$ cat src/rtl/sue_pkg.sv
package sue_pkg;

   // Default oversample ratio as a power of two (four ticks per bit).
   localparam int OVS_LOG2_DEFAULT = 2;

   // Entries in each of the two internal queues.
   localparam int QUEUE_DEPTH = 2;

   // Reset value of the prefix register ('!').
   localparam logic [7:0] PREFIX_RESET = 8'h21;

   // LED command bytes.
   localparam logic [7:0] CMD_ON     = 8'h4E;  // 'N'
   localparam logic [7:0] CMD_TOGGLE = 8'h54;  // 'T'

   // Bit slots of an 8N1 frame, counted in whole bit periods.
   localparam logic [3:0] SLOT_START      = 4'd1;
   localparam logic [3:0] SLOT_FIRST_DATA = 4'd2;
   localparam logic [3:0] SLOT_LAST_DATA  = 4'd9;
   localparam logic [3:0] SLOT_STOP       = 4'd10;
   localparam logic [3:0] SLOT_END        = 4'd11;

   // What the receiver hands to the back end for one tick.
   typedef struct packed {
      logic       rx_done;
      logic [7:0] rx_data;
   } rx_rec_type;

   // One result of a tick.
   typedef struct packed {
      logic       tx_level;
      logic       led_on;
      logic       host_valid;
      logic [7:0] host_byte;
   } result_type;

endpackage

$ cat src/rtl/sue_queue.sv
module sue_queue #(
   parameter int Width = 8,
   parameter int Depth = sue_pkg::QUEUE_DEPTH
) (
   input  logic             clock,
   input  logic             reset,
   input  logic             push,
   input  logic [Width-1:0] push_data,
   output logic             full,
   input  logic             pop,
   output logic [Width-1:0] pop_data,
   output logic             empty
);

   localparam int AddrW = (Depth > 1) ? $clog2(Depth) : 1;
   localparam int CountW = $clog2(Depth + 1);
   localparam logic [AddrW-1:0] LastAddr = AddrW'(Depth - 1);
   localparam logic [CountW-1:0] FullCount = CountW'(Depth);

   logic [Width-1:0]  store_ff [Depth];
   logic [AddrW-1:0]  wr_ptr_ff, wr_ptr_in;
   logic [AddrW-1:0]  rd_ptr_ff, rd_ptr_in;
   logic [CountW-1:0] count_ff, count_in;
   logic              do_push, do_pop;

   assign full     = (count_ff == FullCount);
   assign empty    = (count_ff == '0);
   assign do_push  = push && !full;
   assign do_pop   = pop && !empty;
   assign pop_data = store_ff[rd_ptr_ff];

   always_comb begin
      wr_ptr_in = wr_ptr_ff;
      rd_ptr_in = rd_ptr_ff;
      count_in  = count_ff;
      if (do_push) begin
         wr_ptr_in = (wr_ptr_ff == LastAddr) ? '0 : wr_ptr_ff + AddrW'(1);
      end
      if (do_pop) begin
         rd_ptr_in = (rd_ptr_ff == LastAddr) ? '0 : rd_ptr_ff + AddrW'(1);
      end
      if (do_push && !do_pop) begin
         count_in = count_ff + CountW'(1);
      end else if (do_pop && !do_push) begin
         count_in = count_ff - CountW'(1);
      end
   end

   always_ff @(posedge clock) begin
      if (reset) begin
         wr_ptr_ff <= '0;
         rd_ptr_ff <= '0;
         count_ff  <= '0;
      end else begin
         wr_ptr_ff <= wr_ptr_in;
         rd_ptr_ff <= rd_ptr_in;
         count_ff  <= count_in;
      end
   end

   always_ff @(posedge clock) begin
      if (do_push) begin
         store_ff[wr_ptr_ff] <= push_data;
      end
   end

endmodule

$ cat src/rtl/sue_rx_front.sv
module sue_rx_front #(
   parameter int OvsLog2 = sue_pkg::OVS_LOG2_DEFAULT
) (
   input  logic                clock,
   input  logic                reset,
   input  logic                tick,
   input  logic                rx_level,
   output sue_pkg::rx_rec_type rec
);

   localparam int CntW = OvsLog2 + 4;
   localparam logic [CntW-1:0] OvsCount = CntW'(1) << OvsLog2;
   localparam logic [OvsLog2-1:0] HalfPhase = OvsLog2'(1) << (OvsLog2 - 1);

   logic [CntW-1:0]    cnt_ff, cnt_in;
   logic [7:0]         shift_ff, shift_in;
   logic [CntW-1:0]    next_cnt;
   logic [3:0]         slot;
   logic [OvsLog2-1:0] phase;

   assign next_cnt = cnt_ff + CntW'(1);
   assign slot     = next_cnt[CntW-1:OvsLog2];
   assign phase    = next_cnt[OvsLog2-1:0];

   always_comb begin
      cnt_in   = cnt_ff;
      shift_in = shift_ff;
      rec      = '0;
      if (tick) begin
         if (cnt_ff == '0) begin
            // Idle: a low level is the start bit.
            if (!rx_level) begin
               cnt_in = OvsCount;
            end
         end else begin
            cnt_in = next_cnt;
            if (phase == HalfPhase) begin
               if (slot >= sue_pkg::SLOT_FIRST_DATA && slot <= sue_pkg::SLOT_LAST_DATA) begin
                  shift_in = {rx_level, shift_ff[7:1]};
                  if (slot == sue_pkg::SLOT_LAST_DATA) begin
                     rec.rx_done = 1'b1;
                     rec.rx_data = shift_in;
                  end
               end
            end else if (slot == sue_pkg::SLOT_STOP) begin
               cnt_in = '0;
            end
         end
      end
   end

   always_ff @(posedge clock) begin
      if (reset) begin
         cnt_ff   <= '0;
         shift_ff <= '0;
      end else begin
         cnt_ff   <= cnt_in;
         shift_ff <= shift_in;
      end
   end

endmodule

$ cat src/rtl/sue_tx_back.sv
module sue_tx_back #(
   parameter int OvsLog2 = sue_pkg::OVS_LOG2_DEFAULT
) (
   input  logic                clock,
   input  logic                reset,
   input  logic                step,
   input  sue_pkg::rx_rec_type rec,
   input  logic                prefix_wr,
   input  logic [7:0]          prefix_data,
   output sue_pkg::result_type result
);

   localparam int CntW = OvsLog2 + 4;
   localparam logic [CntW-1:0] OvsCount = CntW'(1) << OvsLog2;

   logic [CntW-1:0]    cnt_ff, cnt_in;
   logic [7:0]         tx_shift_ff, tx_shift_in;
   logic               tx_go_ff, tx_go_in;
   logic [7:0]         pending_ff, pending_in;
   logic               pending_valid_ff, pending_valid_in;
   logic               tx_line_ff, tx_line_in;
   logic               led_ff, led_in;
   logic               armed_ff, armed_in;
   logic [7:0]         prefix_ff;
   logic [CntW-1:0]    adv_cnt;
   logic [3:0]         slot;
   logic [OvsLog2-1:0] phase;
   logic [2:0]         data_idx;

   assign adv_cnt  = (cnt_ff == '0) ? OvsCount : cnt_ff + CntW'(1);
   assign slot     = adv_cnt[CntW-1:OvsLog2];
   assign phase    = adv_cnt[OvsLog2-1:0];
   assign data_idx = 3'(slot - sue_pkg::SLOT_FIRST_DATA);

   always_comb begin
      cnt_in           = cnt_ff;
      tx_shift_in      = tx_shift_ff;
      tx_go_in         = tx_go_ff;
      pending_in       = pending_ff;
      pending_valid_in = pending_valid_ff;
      tx_line_in       = tx_line_ff;
      led_in           = led_ff;
      armed_in         = armed_ff;

      // Transmitter advances while a frame is loaded or running.
      if (tx_go_ff || cnt_ff != '0) begin
         cnt_in   = adv_cnt;
         tx_go_in = 1'b0;
         if (phase == '0) begin
            priority if (slot == sue_pkg::SLOT_START) begin
               tx_line_in = 1'b0;
            end else if (slot >= sue_pkg::SLOT_FIRST_DATA &&
                         slot <= sue_pkg::SLOT_LAST_DATA) begin
               tx_line_in = tx_shift_ff[data_idx];
            end else if (slot == sue_pkg::SLOT_STOP) begin
               tx_line_in = 1'b1;
            end else if (slot == sue_pkg::SLOT_END) begin
               tx_line_in = 1'b1;
               cnt_in     = '0;
            end else begin
               tx_line_in = tx_line_ff;
            end
         end
      end

      // Hand the pending byte to an idle transmitter.
      if (pending_valid_ff && cnt_in == '0) begin
         pending_valid_in = 1'b0;
         tx_go_in         = 1'b1;
         tx_shift_in      = pending_ff;
      end

      if (rec.rx_done) begin
         if (armed_ff) begin
            armed_in = 1'b0;
            priority if (rec.rx_data == sue_pkg::CMD_ON) begin
               led_in = 1'b1;
            end else if (rec.rx_data == sue_pkg::CMD_TOGGLE) begin
               led_in = !led_ff;
            end else begin
               led_in = 1'b0;
            end
         end else begin
            if (rec.rx_data == prefix_ff) begin
               armed_in = 1'b1;
            end
            pending_valid_in = 1'b1;
            pending_in       = rec.rx_data;
         end
      end

      result.tx_level   = tx_line_in;
      result.led_on     = led_in;
      result.host_valid = rec.rx_done;
      result.host_byte  = rec.rx_data;
   end

   always_ff @(posedge clock) begin
      if (reset) begin
         cnt_ff           <= '0;
         tx_shift_ff      <= '0;
         tx_go_ff         <= 1'b0;
         pending_ff       <= '0;
         pending_valid_ff <= 1'b0;
         tx_line_ff       <= 1'b1;
         led_ff           <= 1'b0;
         armed_ff         <= 1'b0;
      end else if (step) begin
         cnt_ff           <= cnt_in;
         tx_shift_ff      <= tx_shift_in;
         tx_go_ff         <= tx_go_in;
         pending_ff       <= pending_in;
         pending_valid_ff <= pending_valid_in;
         tx_line_ff       <= tx_line_in;
         led_ff           <= led_in;
         armed_ff         <= armed_in;
      end
   end

   always_ff @(posedge clock) begin
      if (reset) begin
         prefix_ff <= sue_pkg::PREFIX_RESET;
      end else if (prefix_wr) begin
         prefix_ff <= prefix_data;
      end
   end

endmodule

$ cat src/rtl/soft_uart_echo_led_command_top.sv
// Channel   Direction  Transfer condition          Payload
// req       in         req_push && !req_full       req_rx_level
// rsp       out        rsp_pop && !rsp_empty       rsp_tx_level, rsp_led_on,
//                                                   rsp_host_valid, rsp_host_byte
// csr       in         csr_valid && csr_ready      csr_prefix_char
//
// Every transfer on req is one oversample tick and yields exactly one result on rsp.
// One tick per clock cycle is sustained while rsp is popped; a result reaches rsp after
// its record leaves the receiver queue and the back end writes it into the result queue.
// Reset is synchronous and active high; it idles both UART halves and restores
// the prefix to '!'. A stalled rsp side fills the result queue, then the receiver
// queue, and only then raises req_full.
module soft_uart_echo_led_command_top #(
   parameter int OvsLog2 = sue_pkg::OVS_LOG2_DEFAULT
) (
   input  logic       clock,
   input  logic       reset,
   input  logic       req_push,
   input  logic       req_rx_level,
   output logic       req_full,
   output logic       rsp_empty,
   input  logic       rsp_pop,
   output logic       rsp_tx_level,
   output logic       rsp_led_on,
   output logic       rsp_host_valid,
   output logic [7:0] rsp_host_byte,
   input  logic       csr_valid,
   output logic       csr_ready,
   input  logic [7:0] csr_prefix_char
);

   localparam int RecW = $bits(sue_pkg::rx_rec_type);
   localparam int ResW = $bits(sue_pkg::result_type);

   sue_pkg::rx_rec_type front_rec;
   sue_pkg::rx_rec_type back_rec;
   sue_pkg::result_type back_result;
   sue_pkg::result_type rsp_result;
   logic                accept;
   logic                mid_empty;
   logic                res_full;
   logic                back_step;
   logic [RecW-1:0]     mid_data;
   logic [ResW-1:0]     res_data;

   // The receiver updates on every accepted tick; its record for each tick, with any decoded
   // byte event, goes into a short queue so that the back end may stall on its own.
   assign accept = req_push && !req_full;

   sue_rx_front #(
      .OvsLog2 (OvsLog2)
   ) u_front (
      .clock    (clock),
      .reset    (reset),
      .tick     (accept),
      .rx_level (req_rx_level),
      .rec      (front_rec)
   );

   sue_queue #(
      .Width (RecW)
   ) u_mid_queue (
      .clock     (clock),
      .reset     (reset),
      .push      (req_push),
      .push_data (front_rec),
      .full      (req_full),
      .pop       (back_step),
      .pop_data  (mid_data),
      .empty     (mid_empty)
   );

   assign back_rec  = sue_pkg::rx_rec_type'(mid_data);

   // The back end takes one tick whenever a record is queued and there is room for its result.
   assign back_step = !mid_empty && !res_full;

   sue_tx_back #(
      .OvsLog2 (OvsLog2)
   ) u_back (
      .clock       (clock),
      .reset       (reset),
      .step        (back_step),
      .rec         (back_rec),
      .prefix_wr   (csr_valid),
      .prefix_data (csr_prefix_char),
      .result      (back_result)
   );

   sue_queue #(
      .Width (ResW)
   ) u_res_queue (
      .clock     (clock),
      .reset     (reset),
      .push      (back_step),
      .push_data (back_result),
      .full      (res_full),
      .pop       (rsp_pop),
      .pop_data  (res_data),
      .empty     (rsp_empty)
   );

   assign rsp_result     = sue_pkg::result_type'(res_data);
   assign rsp_tx_level   = rsp_result.tx_level;
   assign rsp_led_on     = rsp_result.led_on;
   assign rsp_host_valid = rsp_result.host_valid;
   assign rsp_host_byte  = rsp_result.host_byte;

   // The prefix register takes a write in any cycle.
   assign csr_ready = 1'b1;

endmodule
$ cat config.mk
export PLATFORM = sky130hd
export DESIGN_NAME = soft_uart_echo_led_command_top
export DESIGN_NICKNAME = d
export VERILOG_FILES = /design/src/rtl/sue_pkg.sv /design/src/rtl/sue_queue.sv /design/src/rtl/sue_rx_front.sv /design/src/rtl/sue_tx_back.sv /design/src/rtl/soft_uart_echo_led_command_top.sv
export SDC_FILE = /design/constraint.sdc
export NUM_CORES = 1
export LEC_CHECK = 0
export BUFFER_PORTS_ARGS = -buffer_cell sky130_fd_sc_hd__buf_2
export CAP_MARGIN = 0
export CORE_MARGIN = 10
export CORE_UTILIZATION = 52
export CTS_CLUSTER_DIAMETER = 80
export DETAILED_ROUTE_END_ITERATION = 10
export GPL_TIMING_DRIVEN = 0
export HOLD_SLACK_MARGIN = 0.06
export PLACE_DENSITY = 0.7
export SLEW_MARGIN = 30
export SYNTH_ARGS = -nofsm -noshare
export SYNTH_HDL_FRONTEND = slang
export SYNTH_SLANG_ARGS = --single-unit
export TNS_END_PERCENT = 20
$ cat constraint.sdc
create_clock -name clock -period 4 [get_ports clock]
set_input_delay 0.4 -clock clock [delete_from_list [all_inputs] [get_ports clock]]
set_output_delay 0.4 -clock clock [all_outputs]
set_load 0.01 [all_outputs]
# After elaboration in Yosys (flattened, before gate mapping)
# Memory sizes are Yosys's and may differ from the RTL's. A register that Yosys moved wholly into a read port is not among the register bits.
# Index checks and enable logic that the tools add are counted.
dict set report word_totals {
  in_bits 14
  ff_bits 57
  latchBits 0
  rom_bits 0
  ramBits 40
  output_inout_bits 14
  wordCells 138
  n_memories 2
}
# memory depth width read_ports rd_ports_with_merged_regs wr line
set memory_table {}
lappend memory_table {u_res_queue.store_ff 2 11 1 1 1 sue_queue.sv:20} ;# logic [Width-1:0] store_ff [Depth];
lappend memory_table {u_mid_queue.store_ff 2 9 1 1 1 sue_queue.sv:20}
dict set report classes {
  n_div 0
  magnitude_cmp 5
  n_reduce_logical 38
  mul 0
  shifts 0
  add_sub_neg 11
  muxes 51
  n_eq_ne 12
  bitwise 2
}
# operator n
set op_table {}
lappend op_table {{$mux W6} 11}
lappend op_table {{$mux W9} 5}
lappend op_table {{$mux W1} 30}
lappend op_table {{$logic_not A6 Y1} 3}
lappend op_table {{$eq A4 B4 Y1 const B} 4}
lappend op_table {{$eq A8 B7 Y1 const B} 2}
lappend op_table {{$add A6 B1 Y6 const B} 2}
lappend op_table {{$logic_and A1 B1 Y1} 12}
lappend op_table {{$logic_not A1 Y1} 9}
lappend op_table {{$eq A8 B8 Y1} 1}
lappend op_table {{$ge A4 B2 Y1 const B} 2}
lappend op_table {{$le A4 B4 Y1 const B} 2}
lappend op_table {{$mux W2} 4}
lappend op_table {{$reduce_and A2 Y1} 4}
lappend op_table {{$eq A2 B2 Y1 const B} 3}
lappend op_table {{$logic_not A2 Y1} 3}
lappend op_table {{$reduce_bool A2 Y1} 3}
lappend op_table {{$reduce_bool A6 Y1} 1}
lappend op_table {{$add A1 B1 Y1 const B} 4}
lappend op_table {{$add A2 B1 Y2 const B} 2}
lappend op_table {{$eq A4 B1 Y1 const B} 1}
lappend op_table {{$lt A3 B4 Y1 const B} 1}
lappend op_table {{$reduce_and A4 Y1} 1}
lappend op_table {{$sub A2 B1 Y2 const B} 2}
lappend op_table {{6 further kinds} 7}

# Depth between registers and ports, before layout
dict set report logic_depth {
  word_depth 14
  mapped_depth 11
  mapped_depth_nobuf 10
}

# Hierarchy
# From an unflattened synthesis, not the netlist that was laid out.
dict set report unflattened {
  hier_cells 458
  area_unflattened_um2 4840.9
}
# module seq_area_each_um2 cells_each n_inst area_per_inst_um2
set modules_own_cells {}
lappend modules_own_cells {sue_tx_back 700.7 242 1 2054.5}
lappend modules_own_cells {{sue_queue at u_res_queue} 760.7 59 1 1007.2}
lappend modules_own_cells {sue_rx_front 260.2 100 1 885.8}
lappend modules_own_cells {{sue_queue at u_mid_queue} 640.6 53 1 864.6}
lappend modules_own_cells {soft_uart_echo_led_command_top 0.0 4 1 28.8}

# Worst setup path after synthesis
# Ideal clock, no wire load.
dict set report synth_path {
  kind {flip-flop to flip-flop}
  start {register u_back.cnt_ff[0]}
  end {memory u_res_queue.store_ff[0][10] (netlist name) (data pin)}
  t_arrival_ps 2638
  t_required_ps 3723
  stages_incl_launch_ff 12
  setup_time_ps 277
  setup_slack_ps 1086
  path_cell_list {dfxtp_1 -> ha_1 -> clkbuf_1 -> nand3_1 -> xnor2_1 -> inv_1 -> ha_1 -> mux4_2 -> nor2_1 -> a31oi_1 -> a21oi_1 -> o32ai_1}
}
dict set report synth_between {
  elab_chain_cells 9
}
# item line
set synth_lines {}
lappend synth_lines {{start, declared} sue_tx_back.sv:16} ;# logic [CntW-1:0] cnt_ff, cnt_in;
lappend synth_lines {{start signal, assigned} sue_tx_back.sv:109} ;# cnt_ff <= cnt_in;
lappend synth_lines {{$add A6 B1 Y6 or $logic_not A6 Y1 (tied branches)} sue_tx_back.sv:30} ;# assign adv_cnt = (cnt_ff == '0) ? OvsCount : cnt_ff + CntW'(1);
lappend synth_lines {{$mux W6} sue_tx_back.sv:30}
lappend synth_lines {{$sub A3 B2 Y3 or $eq A4 B4 Y1 (tied branches)} {sue_tx_back.sv:33, sue_tx_back.sv:57}}
lappend synth_lines {{$bmux W1 S3 or $mux W1 (tied branches)} {sue_tx_back.sv:54, sue_tx_back.sv:57}}
lappend synth_lines {{$mux W1, on equally long branches} {sue_tx_back.sv:54, sue_tx_back.sv:55}}
lappend synth_lines {{$mux W1} sue_tx_back.sv:52} ;# end else if (slot >= sue_pkg::SLOT_FIRST_DATA &&
lappend synth_lines {{$mux W1} sue_tx_back.sv:50} ;# priority if (slot == sue_pkg::SLOT_START) begin
lappend synth_lines {{$mux W1} sue_tx_back.sv:49} ;# if (phase == '0) begin
lappend synth_lines {{$mux W1 *} sue_tx_back.sv:46} ;# if (tx_go_ff || cnt_ff != '0) begin
lappend synth_lines {{via u_back.tx_line_in} sue_tx_back.sv:21} ;# logic tx_line_ff, tx_line_in;
lappend synth_lines {{end, declared} sue_queue.sv:20}
# The timed path passes the listed nets; every way through them passes the cells marked *. The select of a mux whose other input is x is not followed.

# Worst setup path in the final report
dict set report layout_path {
  start {register u_back.cnt_ff[0]}
  end {memory u_res_queue.store_ff[1][10] (netlist name) (data pin)}
}
# The elaborated chain is that of the path after synthesis.

==> impl_metrics.ini <==
[timing]
worstMarginPinSlew_ns = 1.02
fin_crit_ns = 3.43
clock.fmax_ghz = 0.292
final-hold-violation-count = 0
finalCritPeriodShare_pct = 85.7
skew_ns = 0.0133
fin_setup_tns_ns = 0
whs_ns = 0.236
setup_viol = 0
grt_setup_unrepaired = false
relSlewSlack_pct = 31.7
slew_violations = 0
setup_ws_ns = 0.572

[global_routing]
grt_pass1_wl_mm = 14.8
track_usage_pct = 14.0
grt-ovfl-total = 0
use_met2_pct = 22.9
gr-max-usage-layer = met2
grt_antenna_before_repair = 0
grt_pass1_vias = 3074
use_met3_pct = 3.15
grt_start_max_net_pins = 18
use_met1_pct = 17.9

[critical_path]
slowest_stage = o32ai_1
crit_arrival_ns = 3.54
required_ns = 4.11
slowest_delay_ns = 0.45
start_kind = flop
ff2ff_setup_slack_ns = 0.57
cp_max_fo = 9
r2r-end = u_res_queue.store_ff[1][10]$_DFFE_PP_
crit_type = reg2reg
path_cells = ha_1 > clkbuf_1 > nand3_1 > xnor2_1 > inv_1 > ha_1 > mux4_2 > nor2_1 > a31oi_1 > a21oi_1 > o32ai_1
reg2reg_from = u_back.cnt_ff[0]$_SDFFE_PP0P_
end_kind = flop
crit_top_cell = ha_1
r2r_cells = 11

[finish]
fin_nets = 482
layout_common_cells = 58 x dfxtp_1, 50 x nor2_1, 40 x edfxtp_1
layout-drive-gt1-share_pct = 15.7
area_delta_synth_final_pct = 9.77
instances_no_fill = 573
num_antenna_cells = 0
layout_commonest_cell = dfxtp_1

[place]
dpl.cell_count = 557
io_buffers = 24
place_congestion = 0.838
pre_cts_slack_ns = 0.601
dpl.hpwl_mm = 6.38

[die]
floorplan.die_area_um2 = 12900
fp.dieH_um = 114
chipWidth_um = 114
core-area_um2 = 8640
num_io_pins = 28
row_count = 34
initial_core_util_pct = 52.8

[logic_synthesis]
yosysWarnings = 0
synth_fp_nets = 447
synth_cell_types = 54
synth_seq_cells = 98
synth-compound-area-share_pct = 8.92
muxShareOfSynthArea_pct = 11.7
syn_area_um2 = 4560
synthCells = 425
synthArstFlopShare_pct = 0
synth-adder-area-share_pct = 2.20
avgSynthCellArea_um2 = 10.7
synth_top_family_by_area = simple AND/OR/NAND/NOR gates
synth-edff-count = 40
ys.flop_type = dfxtp_1
synth_xor_area_share_pct = 5.13
synth-simple-area-share_pct = 16.6
seq_area_frac_synth_pct = 51.8

[hold_path]
min_to = u_back.prefix_ff[0]$_SDFFE_PP1P_
hp-class = in2reg
worstHoldStart = csr_prefix_char[0]
hold_path_depth = 2

[routing]
drt-total-wl_mm = 8.76
drt-vias-per-instance = 5.38
routed-via-count = 3080
ant_nets = 0
drt-pass1-iter-count = 4
drc = 0
wire_per_inst_um = 15.3
first_iter_violations = 125

[clock_tree]
cts_tree = built
cts_setup_buffers = 0
cts_buffer_depth = 2
clock-sinks = 98
clkTransAtPathRegs_ns = 0.10
cts-root-buf = clkbuf_8
numCtsBuffers = 9
htreeDepth = 3
cts_resized = 0
ctsHoldBuffers = 0
clk_latency_ns = 0.36

[flow_run]
cap_violations = 0

[status]
status = finished clean

[pwr]
power_leakage_nw = 1.85
design_power_total_mw = 2.74
peakVddDrop_mv = 0.289
powerDensity_nw_per_um2 = 547
logic make-up (layout without fill, tap and decap cells):
| family | count (synthesis) | in the layout |
|---|---|---|
| simple gates | 144 | 144 |
| mux | 50 | 50 |
| compound gates | 59 | 59 |
| xor+xnor | 25 | 25 |
| fa+ha+maj | 8 | 8 |
| flops | 98 | 98 |
| buf+inv | 40 | 80 |
| other cells | 1 | 1 |
critical path, delay by kind of cell (launching register included):
family                   cells  cell delay (ns)
buffers and inverters        2             0.47
flip-flops                   1             0.44
AO/OA/AOI/OAI                3             0.71
multiplexers                 1             0.36
XOR/XNOR                     1             0.42
adder cells (fa/ha/maj)      2             0.54
AND/OR/NAND/NOR              2             0.25
layer usage:
metal  up-vias  share of wire [%]
met4         0               0.65
met5         -                  0
met3         4                4.5
li1       1557                  -
met1      1468                 45
met2        51                 50
cells in the mapped netlist, types with 3 or more instances:
| library cell | instances | area, um2 |
|---|---|---|
| buf_2 | 3 | 15.0 |
| inv_1 | 18 | 67.6 |
| xnor2_1 | 13 | 114 |
| dfxtp_1 | 58 | 1160 |
| nor2_1 | 51 | 191 |
| nand4_1 | 5 | 31.3 |
| o21ai_0 | 10 | 50.1 |
| nor4_1 | 3 | 18.8 |
| nand2_1 | 21 | 78.8 |
| nand3_1 | 5 | 25.0 |
| clkbuf_1 | 16 | 60.1 |
| ha_1 | 8 | 100 |
| nand2b_1 | 20 | 125 |
| xor2_1 | 11 | 96.3 |
| mux2_2 | 15 | 169 |
| or3_1 | 5 | 31.3 |
| a21oi_1 | 20 | 100 |
| nor3_1 | 8 | 40.0 |
| mux2i_1 | 34 | 340 |
| edfxtp_1 | 40 | 1200 |
| nor2b_1 | 3 | 18.8 |
| and2_1 | 12 | 75.1 |
| a211oi_1 | 6 | 45.0 |
| a31oi_1 | 5 | 31.3 |
registers in the layout, summed over array words and instances (netlist names), named ones only:
name and flops:
u_back.cnt_ff 6, u_mid_queue.store_ff 18, u_res_queue.rd_ptr_ff 1, u_back.tx_shift_ff 8, u_back.pending_valid_ff 1, u_front.cnt_ff 6
u_res_queue.wr_ptr_ff 1, u_mid_queue.wr_ptr_ff 1, u_res_queue.store_ff 22, u_front.shift_ff 7, u_res_queue.count_ff 2, u_back.armed_ff 1
u_back.led_ff 1, u_back.prefix_ff 8, u_back.pending_ff 8, u_mid_queue.count_ff 2, u_mid_queue.rd_ptr_ff 1, u_back.tx_line_ff 1
u_back.tx_go_ff 1
worst max-delay path by stage:
stage | startpoint | endpoint | slack, ns | depth (start not counted)
3_5_place_dp | u_back.cnt_ff[0]$_SDFFE_PP0P_ | u_res_queue.store_ff[1][10]$_DFFE_PP_ | 0.60 | 11
4_1_cts | u_back.cnt_ff[0]$_SDFFE_PP0P_ | u_res_queue.store_ff[1][10]$_DFFE_PP_ | 0.56 | 11
3_3_place_gp | u_back.cnt_ff[0]$_SDFFE_PP0P_ | u_res_queue.store_ff[1][10]$_DFFE_PP_ | 0.63 | 11
6_report | u_back.cnt_ff[0]$_SDFFE_PP0P_ | u_res_queue.store_ff[1][10]$_DFFE_PP_ | 0.57 | 11
5_1_grt | u_back.cnt_ff[0]$_SDFFE_PP0P_ | u_res_queue.store_ff[1][10]$_DFFE_PP_ | 0.27 | 11
2_1_floorplan | u_back.cnt_ff[0]$_SDFFE_PP0P_ | u_res_queue.store_ff[0][10]$_DFFE_PP_ | 1.09 | 11
metrics by stage:
step,util [%],area [um2]
finish,57.9,5000
global route,57.9,5000
CTS,57.9,5000
detailed placement,55.7,4810
global placement,55.7,4810
floorplan,-,4560
power breakdown:
group,leakage (nW),switching [mW],internal [mW],total [mW]
Combinational,0.912,0.484,0.325,0.809
Clock,0.0948,0.347,0.251,0.598
Sequential,0.848,0.0807,1.25,1.33
Total,1.85,0.911,1.83,2.74
area by class of cell:
type,instances,area [um2]
sequential,98,2360
timing repair buffer,24,120
multi-input combinational,287,2030
buffer,21,93.8
inverter,19,71.3
tap,108,135
clock inverter,6,50.0
fill,741,3630
clock buffer,10,138
Note: power is estimated with default switching activity, not from simulation.
